==> src/hw/rtl/sacl_pkg.sv <==
`default_nettype none

package sacl_pkg;

    localparam int TAG_W = 30;
    localparam int SET_W = 16;
    localparam int MEM_W = 17;
    localparam int CYC_W = 18;
    localparam int AGE_W = 3;

    localparam logic [CYC_W-1:0] MEM_CYCLES = 18'd100;

    localparam logic [2:0] CFG_SETS_LOG2      = 3'd0;
    localparam logic [2:0] CFG_WAYS_LOG2      = 3'd1;
    localparam logic [2:0] CFG_BLOCK_LOG2     = 3'd2;
    localparam logic [2:0] CFG_WRITE_ALLOCATE = 3'd3;
    localparam logic [2:0] CFG_WRITE_THROUGH  = 3'd4;
    localparam logic [2:0] CFG_LRU_MODE       = 3'd5;

    typedef struct packed {
        logic [TAG_W-1:0] tag;
        logic             valid;
        logic             dirty;
        logic [AGE_W-1:0] age;
    } lane_t;

    typedef struct packed {
        logic             store;
        logic [TAG_W-1:0] tag;
        logic [SET_W-1:0] set;
        logic [1:0]       wl;
        logic [MEM_W-1:0] mem;
        logic             wt;
        logic             alloc;
        logic             lru;
    } req_t;

endpackage

`default_nettype wire

==> src/hw/rtl/sacl_queue.sv <==
`default_nettype none

module sacl_queue
    import sacl_pkg::*;
(
    input  wire logic clk,
    input  wire logic rst_n,
    input  wire logic push,
    input  req_t      push_data,
    input  wire logic pop,
    output req_t      head,
    output logic      empty,
    output logic      full
);

    req_t       slot_reg [2];
    logic       wr_ptr_reg;
    logic       rd_ptr_reg;
    logic [1:0] count_reg;

    assign head  = slot_reg[rd_ptr_reg];
    assign empty = (count_reg == 2'd0);
    assign full  = (count_reg == 2'd2);

    always_ff @(posedge clk or negedge rst_n)
    begin
        if (!rst_n)
        begin
            wr_ptr_reg <= 1'b0;
            rd_ptr_reg <= 1'b0;
            count_reg  <= 2'd0;
        end
        else
        begin
            if (push)
            begin
                wr_ptr_reg <= ~wr_ptr_reg;
            end
            if (pop)
            begin
                rd_ptr_reg <= ~rd_ptr_reg;
            end
            if (push && !pop)
            begin
                count_reg <= count_reg + 2'd1;
            end
            else if (pop && !push)
            begin
                count_reg <= count_reg - 2'd1;
            end
        end
    end

    always_ff @(posedge clk)
    begin
        if (push)
        begin
            slot_reg[wr_ptr_reg] <= push_data;
        end
    end

endmodule

`default_nettype wire

==> config.mk <==
export PLATFORM = sky130hd
export DESIGN_NAME = sacl_queue
export DESIGN_NICKNAME = d
export VERILOG_FILES = /design/src/hw/rtl/sacl_pkg.sv /design/src/hw/rtl/sacl_queue.sv
export SDC_FILE = /design/constraint.sdc
export NUM_CORES = 1
export LEC_CHECK = 0
export BUFFER_PORTS_ARGS = -buffer_cell sky130_fd_sc_hd__buf_4
export CAP_MARGIN = 10
export CORE_ASPECT_RATIO = 0.5
export CORE_MARGIN = 10
export CORE_UTILIZATION = 47
export DETAILED_ROUTE_END_ITERATION = 16
export PLACE_DENSITY = 0.71
export SYNTH_ARGS = -nofsm -noshare
export SYNTH_HDL_FRONTEND = slang
export SYNTH_SLANG_ARGS = --single-unit
==> constraint.sdc <==
create_clock -name clk -period 5.1 [get_ports clk]
set_input_delay 1.02 -clock clk [delete_from_list [all_inputs] [get_ports clk]]
set_output_delay 1.02 -clock clk [all_outputs]
set_load 0.03 [all_outputs]
==> impl_results.md <==
- Final wirelength: 10.5 mm
- Die Footprint: 16700 sq um
- Vias in the first global route: 2946
- Total gr overflow: 0
- Yosys warnings: 0
- Period utilization: 0.690
- Fin nets: 461
- Worst-skew pair later-pin latency: 0.40 ns
- Area Overhead vs Synth: 32.2%
- Placement Cell Area: 6670 sq um
- Die width: 173 um
- Power per Cell Area: 634 nW/um^2
- CP max stage delay: 1.05 ns
- Hold Violations, Final: 0
- First-pass GRT wire length: 15.9 mm
- Syn Std Cell Area: 5520 sq um
- Routed Antenna Nets: 0
- Status: complete, no violations
- Non-Filler Instances: 559
- Critical path class: register to output port
- Crit path top cell by count: buf_4
- WL/cell: 18.8 um
- Worst-Margin Slew: 0.961 ns
- Slew headroom: 0.359
- Hold buffer count at CTS: 0
- Arr. time, crit path: 2.50 ns
- Syn_area_per_cell: 23.9 sq um
- Final setup viols: 0
- Distinct cells, synth: 12
- Final setup TNS: 0 ns
- H-tree depth: 4
- CTS resizes: 0
- Final hold slack: 0.406 ns
- Unrepaired setup endpoints after global routing: false
- Worst-path cell chain: buf_4 > mux2_4 > buf_4
- CP endpoint kind: output port
- Slowest-stage cell, CP: dfrtp_4
- Post-DP HPWL: 7.50 mm
- Initial DRC count: 123
- CTS sink cnt: 142
- Hold/Removal Path Class: primary input to asynchronous set/reset pin
- CTS root buffer: clkbuf_16
- Total CTS buffers: 17
- Crit start category: register
- Max-cap violations: 0
- Core area: 11200 sq um
- Initial Utilization: 0.492
- Crit Path Max Fanout: 52
- I/O pin total: 144
- Gpl congestion: 0.689
- Drt drc: 0
- CTS tree: done
- Number of flip-flops in the largest register: 138
- Global Route Usage Sum: 0.123
- Leak: 2.95 nW
- Pin count of the biggest net entering global routing: 70
- Die Y: 96.6 um
- Fin crit period: 3.52 ns
- Share of cells above drive strength 1: 0.608
- Clk buf depth: 2
- Maximum vdd drop: 0.000343 V
- Port bufs: 143
- Final Max Tran Viols: 0
- # Post-CTS Setup Buffers: 0
- Vias/cell: 4.58
- Worst-path clk slew: 0.05 ns
- Fin area: 7290 sq um
- Setup slack, reg-to-reg: 2.98 ns
- Filler instances: 822
- Syn nets: 305
- F_max: 0.284 GHz
- Post-synthesis sequential area ratio: 0.769
- Diodes inserted: 0
- First-pass DRT Iterations: 4
- Worst EP required: 4.08 ns
- Placed Cells: 527
- DR vias: 2563
- Row Count: 27
- #FFs+latches synth: 142
- Cells after Synth: 231
- Clk_skew: 0.00649 ns
- Initial antenna violation count: 0
power breakdown:
group | internal [mW] | total [mW] | switching (mW)
clock | 0.858 | 1.29 | 0.432
sequential | 1.56 | 1.73 | 0.176
combinational | 0.750 | 1.60 | 0.850
total | 3.16 | 4.62 | 1.46
path summary, 6_finish.rpt:
kind,from,to,depth (start not counted)
max,rd_ptr_reg,head[50],3
min,rst_n,count_reg[0],1
max reg2reg,wr_ptr_reg,slot_reg[0][52],2
min reg2reg,count_reg[1],count_reg[1],1
max in group asynchronous,rst_n,rd_ptr_reg,1
min in group clk,count_reg[1],count_reg[1],1
through the flow:
step,worst slack (ns),power (mW),util
3_5_place_dp,1.99,3.39,0.594
6_report,1.58,4.62,0.650
4_1_cts,1.55,4.69,0.650
2_1_floorplan,0.547,2.95,-
3_3_place_gp,2.04,3.35,0.594
5_1_grt,1.44,4.82,0.650
cells in the mapped netlist:
master,instances,area (sq um)
edfxtp_1,138,4140
mux2_4,69,1040
buf_12,7,140
dfrtp_1,4,100
xor2_1,4,35.0
nor2_1,2,7.51
nor2b_1,2,12.5
and2_1,1,6.26
buf_6,1,11.3
ha_1,1,12.5
inv_1,1,3.75
xnor2_1,1,8.76
placed cells by master (no fill, tap or decap), drive strengths merged:
cell,instances
and2,1
buf,145
bufinv,5
clkbuf,18
clkinv,7
clkinvlp,2
dfrtp,4
edfxtp,138
ha,1
inv,1
mux2,69
nor2,2
nor2b,2
xnor2,1
xor2,4
routing by layer:
| metal | vias to the layer above | GRT usage | routed length (um) |
|---|---|---|---|
| li1 | 1224 | - | - |
| met1 | 1268 | 0.121 | 3980 |
| met2 | 61 | 0.228 | 5910 |
| met3 | 10 | 0.0433 | 493 |
| met4 | 0 | 0.0555 | 114 |
| met5 | - | 0 | 0 |
critical path: cells and delay by family, from the launching register on:
kind | cells | cell delay [ns]
flip-flops | 1 | 1.05
multiplexers | 1 | 0.34
buffers and inverters | 2 | 0.65
kinds of logic (layout without fill, tap and decap cells):
kind of cell  after synthesis  after routing  share of synthesized area
simple gates                5              5                    0.00476
fa+ha+maj                   1              1                    0.00227
buf+inv                     9            178                     0.0281
xor+xnor                    5              5                    0.00794
flops                     142            142                      0.769
mux                        69             69                      0.188
cell type report:
class | count | area [sq um] | share of cell area
flip-flops and latches | 142 | 4250 | 0.582
repair buffers | 145 | 1090 | 0.149
inverters | 1 | 3.75 | 0.000515
well taps | 159 | 199 | 0.0273
clock inverters | 14 | 198 | 0.0271
clock buffers | 18 | 429 | 0.0588
multi-input cells | 80 | 1130 | 0.155
No activity file was read; power rests on OpenSTA's default activity.
