==> config.mk <==
export PLATFORM = sky130hd
export DESIGN_NAME = sacl_front
export DESIGN_NICKNAME = d
export VERILOG_FILES = /design/src/hw/rtl/sacl_pkg.sv /design/src/hw/rtl/sacl_front.sv
export SDC_FILE = /design/constraint.sdc
export NUM_CORES = 1
export LEC_CHECK = 0
export BUFFER_PORTS_ARGS = -buffer_cell sky130_fd_sc_hd__buf_4
export CAP_MARGIN = 20
export CORE_AREA = 3 3 104 76
export DETAILED_ROUTE_END_ITERATION = 8
export DIE_AREA = 0 0 107 79
export MAX_ROUTING_LAYER = met4
export PLACE_DENSITY_LB_ADDON = 0.12
export SLEW_MARGIN = 10
export SYNTH_ARGS = -nofsm -noshare
export SYNTH_HDL_FRONTEND = slang
export SYNTH_SLANG_ARGS = --single-unit
==> constraint.sdc <==
create_clock -name vclk -period 6.82
set_input_delay 0 -clock vclk [all_inputs]
set_output_delay 0 -clock vclk [all_outputs]
set_load 0.02 [all_outputs]
==> src/hw/rtl/sacl_pkg.sv <==
`default_nettype none

package sacl_pkg;

    localparam int TAG_W = 30;
    localparam int SET_W = 16;
    localparam int MEM_W = 17;
    localparam int CYC_W = 18;
    localparam int AGE_W = 3;

    localparam logic [CYC_W-1:0] MEM_CYCLES = 18'd100;

    localparam logic [2:0] CFG_SETS_LOG2      = 3'd0;
    localparam logic [2:0] CFG_WAYS_LOG2      = 3'd1;
    localparam logic [2:0] CFG_BLOCK_LOG2     = 3'd2;
    localparam logic [2:0] CFG_WRITE_ALLOCATE = 3'd3;
    localparam logic [2:0] CFG_WRITE_THROUGH  = 3'd4;
    localparam logic [2:0] CFG_LRU_MODE       = 3'd5;

    typedef struct packed {
        logic [TAG_W-1:0] tag;
        logic             valid;
        logic             dirty;
        logic [AGE_W-1:0] age;
    } lane_t;

    typedef struct packed {
        logic             store;
        logic [TAG_W-1:0] tag;
        logic [SET_W-1:0] set;
        logic [1:0]       wl;
        logic [MEM_W-1:0] mem;
        logic             wt;
        logic             alloc;
        logic             lru;
    } req_t;

endpackage

`default_nettype wire

==> src/hw/rtl/sacl_front.sv <==
`default_nettype none

module sacl_front
    import sacl_pkg::*;
#(
    parameter int SETS_LG = 8,
    parameter int WAYS_LG = 3
) (
    input  wire logic        action,
    input  wire logic [31:0] address,
    input  wire logic [3:0]  sets_log2,
    input  wire logic [1:0]  ways_log2,
    input  wire logic [3:0]  block_log2,
    input  wire logic        write_allocate,
    input  wire logic        write_through,
    input  wire logic        lru_mode,
    output req_t             req
);

    localparam logic [4:0] SL_MAX = 5'(SETS_LG);
    localparam logic [1:0] WL_MAX = (WAYS_LG > 3) ? 2'd3 : 2'(WAYS_LG);

    logic [4:0]  sl;
    logic [3:0]  bl;
    logic [31:0] set_mask;
    logic [31:0] shifted;
    logic [31:0] tag_full;

    always_comb
    begin
        sl = ({1'b0, sets_log2} > SL_MAX) ? SL_MAX : {1'b0, sets_log2};
        if (block_log2 < 4'd2)
        begin
            bl = 4'd2;
        end
        else if (block_log2 > 4'd12)
        begin
            bl = 4'd12;
        end
        else
        begin
            bl = block_log2;
        end
        set_mask = (32'd1 << sl) - 32'd1;
        shifted  = address >> bl;
        tag_full = address >> (6'(bl) + 6'(sl));

        req.store = action;
        req.tag   = tag_full[TAG_W-1:0];
        req.set   = SET_W'(shifted & set_mask);
        req.wl    = (ways_log2 > WL_MAX) ? WL_MAX : ways_log2;
        req.mem   = MEM_W'(MEM_CYCLES) << (bl - 4'd2);
        req.wt    = write_through | ~write_allocate;
        req.alloc = write_allocate;
        req.lru   = lru_mode;
    end

endmodule

`default_nettype wire

==> summary.txt <==
Die
  • # rows: 25
  • IO Pins: 115
  • Die Y: 79 um
  • Area of the die: 8450 um^2
  • CORE AREA: 6850 um^2
  • Initial Util: 52.1%
  • Die Wd: 107 um

Timing
  • Final setup viols: 0
  • Setup TNS: 0 ns
  • Tcrit/Tclk final: 55.9%
  • Final Max Tran Viols: 0
  • Fmax: 262 MHz
  • Tmin final: 3.81 ns
  • Slew headroom: 46.6%
  • Slew @ Worst Pin: 0.799 ns
  • Fin. Hold Viols: 0
  • Unrepaired setup endpoints after global routing: no

Global routing
  • Total track usage: 28.7%
  • First-pass GRT wire length: 19500 um
  • Vias in the first global route: 3676
  • Initial antenna violation count: 0
  • Grt ovf: 0
  • Largest net degree at the start of global routing: 45

Place
  • DP Area: 4120 um^2
  • GP Congestion: 0.979
  • Number of buffers added on ports: 99
  • DPL Wire Length: 9180 um

Route
  • Routed wire per std cell: 19.2 um
  • Via count: 4199
  • WL final: 12100 um
  • Vias per cell: 6.65
  • Initial drt markers: 465
  • First-pass iteration count of the detailed router: 5
  • Detailed-route DRC error count: 0
  • Final antenna-violating net count: 0

Synthesis
  • Post-synthesis sequential area ratio: 0%
  • Cell variety after synth: 64
  • Post-Syn Area: 3570 um^2
  • Synth Instances: 492
  • Avg Inst Size Synth: 7.26 um^2
  • Warnings from Yosys: 0

Final layout
  • Number of sequential cells: 0
  • Seq. cell area: 0 um^2
  • Synth-to-Final Area Change: 16.7%
  • Final net count: 597
  • Most common cell after layout, fill and taps aside: buf_4
  • Finished Cell Area: 4170 um^2
  • # diodes: 0
  • Most frequent cells in the layout: 103 x buf_4, 60 x nand2_1, 39 x nor2_1
  • Share of cells above drive strength 1: 29.8%
  • Layout clock buffers: 0

Power and ir drop
  • Power per cell area: 152 nW/um^2
  • Static Leak: 1.82 nW
  • Sw frac: 57.1%
  • Sw power: 363 uW
  • Pwr Total: 635 uW
  • Clock share of power: 0%
  • Gate power share: 100.0%
  • Internal power: 273 uW
  • Seq pwr share: 0%
  • VDD IR max: 0.0000672 V

Setup path
  • Critical path, cell by cell: buf_4, nand2b_1, a21oi_1, ha_1, and3_1, o21ai_2, nand2_1, mux4_2, mux2i_1, buf_4
  • CP Class: in -> out
  • CP Capture Type: output port
  • Crit-path max cell delay: 0.67 ns
  • WP data required: 6.82 ns
  • Startpoint types: input port
  • Critical path fanouts, max: 44
  • Crit path DAT: 3.81 ns
  • Most used cell along the critical path: buf_4
  • Crit-path slowest cell: nand2_1

CTS
  • Postcts setup bufs: 0
  • Post-CTS sizing: 0
  • Post-CTS Hold Buffers: 0

Outcome
  • Status: completed

Job
  • Max cap viols: 0

Worst hold path
  • Type of the worst min-delay path: in -> out
per-layer routing:
layer	track usage (%)	up-vias	wire length (um)
met5	-	-	0
met4	1.02	0	18
li1	-	1922	-
met2	40.9	245	5090
met1	43.0	2028	5540
met3	7.31	4	1490
logic make-up after synthesis:
logic type | count (synthesis) | share of synthesized area, %
AOI/OAI and AO/OA | 148 | 27.4
xor gates and xnor gates | 5 | 1.44
adders and majority gates | 12 | 4.41
buffers and inverters | 81 | 11.7
muxes | 71 | 31.6
other | 1 | 0.105
and+or+nand+nor | 174 | 23.4
area by class of cell:
| type | instances | area (um^2) |
|---|---|---|
| timing repair buffer | 105 | 812 |
| tap | 94 | 118 |
| multi-input combinational | 418 | 3190 |
| fill | 673 | 2680 |
| inverter | 14 | 52.6 |
metrics by stage:
step	setup WS (ns)	std cells	hold WS (ns)	util, %
after floorplan	3.57	499	0.113	-
after global placement	3.07	628	0.000137	60.2
after detailed placement	2.98	628	0.000137	60.2
after CTS	2.99	628	0.000137	60.2
after global routing	2.73	631	0.0000562	60.8
final	3.01	631	0.00000883	60.8
synth_stat cells (all sizes together), types with 3 or more instances:
master	count	area share, %
nand2	60	6.3
buf	41	7.5
nor2	39	4.1
a21oi	32	4.5
mux4	31	20
o21ai	31	4.4
clkbuf	26	2.7
mux2i	26	7.3
o211ai	18	3.8
mux2	14	4.4
nand3	14	2.0
and3	13	2.3
inv	13	1.4
ha	11	3.9
nor2b	11	1.9
a22oi	9	1.9
nand2b	8	1.4
a31oi	7	1.2
nor3	7	0.98
o22ai	7	1.2
a211oi	6	1.3
a21o	5	1.1
o31ai	5	1.1
nand3b	4	0.84
nor3b	4	0.84
or2	4	0.70
o21a	3	0.63
or4	3	0.63
xnor2	3	0.74
critical path, delay by kind of cell:
kind            cells  cell delay, ns
compound gates      2            1.12
simple gates        3            1.08
mux                 2            0.82
buf+inv             2            0.42
fa+ha+maj           1            0.35
worst paths after layout:
check | slack, ns | from | cells past startpoint | end
setup / recovery | 3.01 | block_log2[3] | 10 | req[45]
hold / removal | 0.000009 | ways_log2[0] | 0 | req[20]
power groups by stage:
stage | Clock (mW) | Sequential (mW) | Combinational (mW)
after floorplan | 0 | 0 | 0.443
after global placement | 0 | 0 | 0.614
after detailed placement | 0 | 0 | 0.619
after CTS | 0 | 0 | 0.620
after global routing | 0 | 0 | 0.687
final | 0 | 0 | 0.635
No activity file was read; power rests on OpenSTA's default activity.
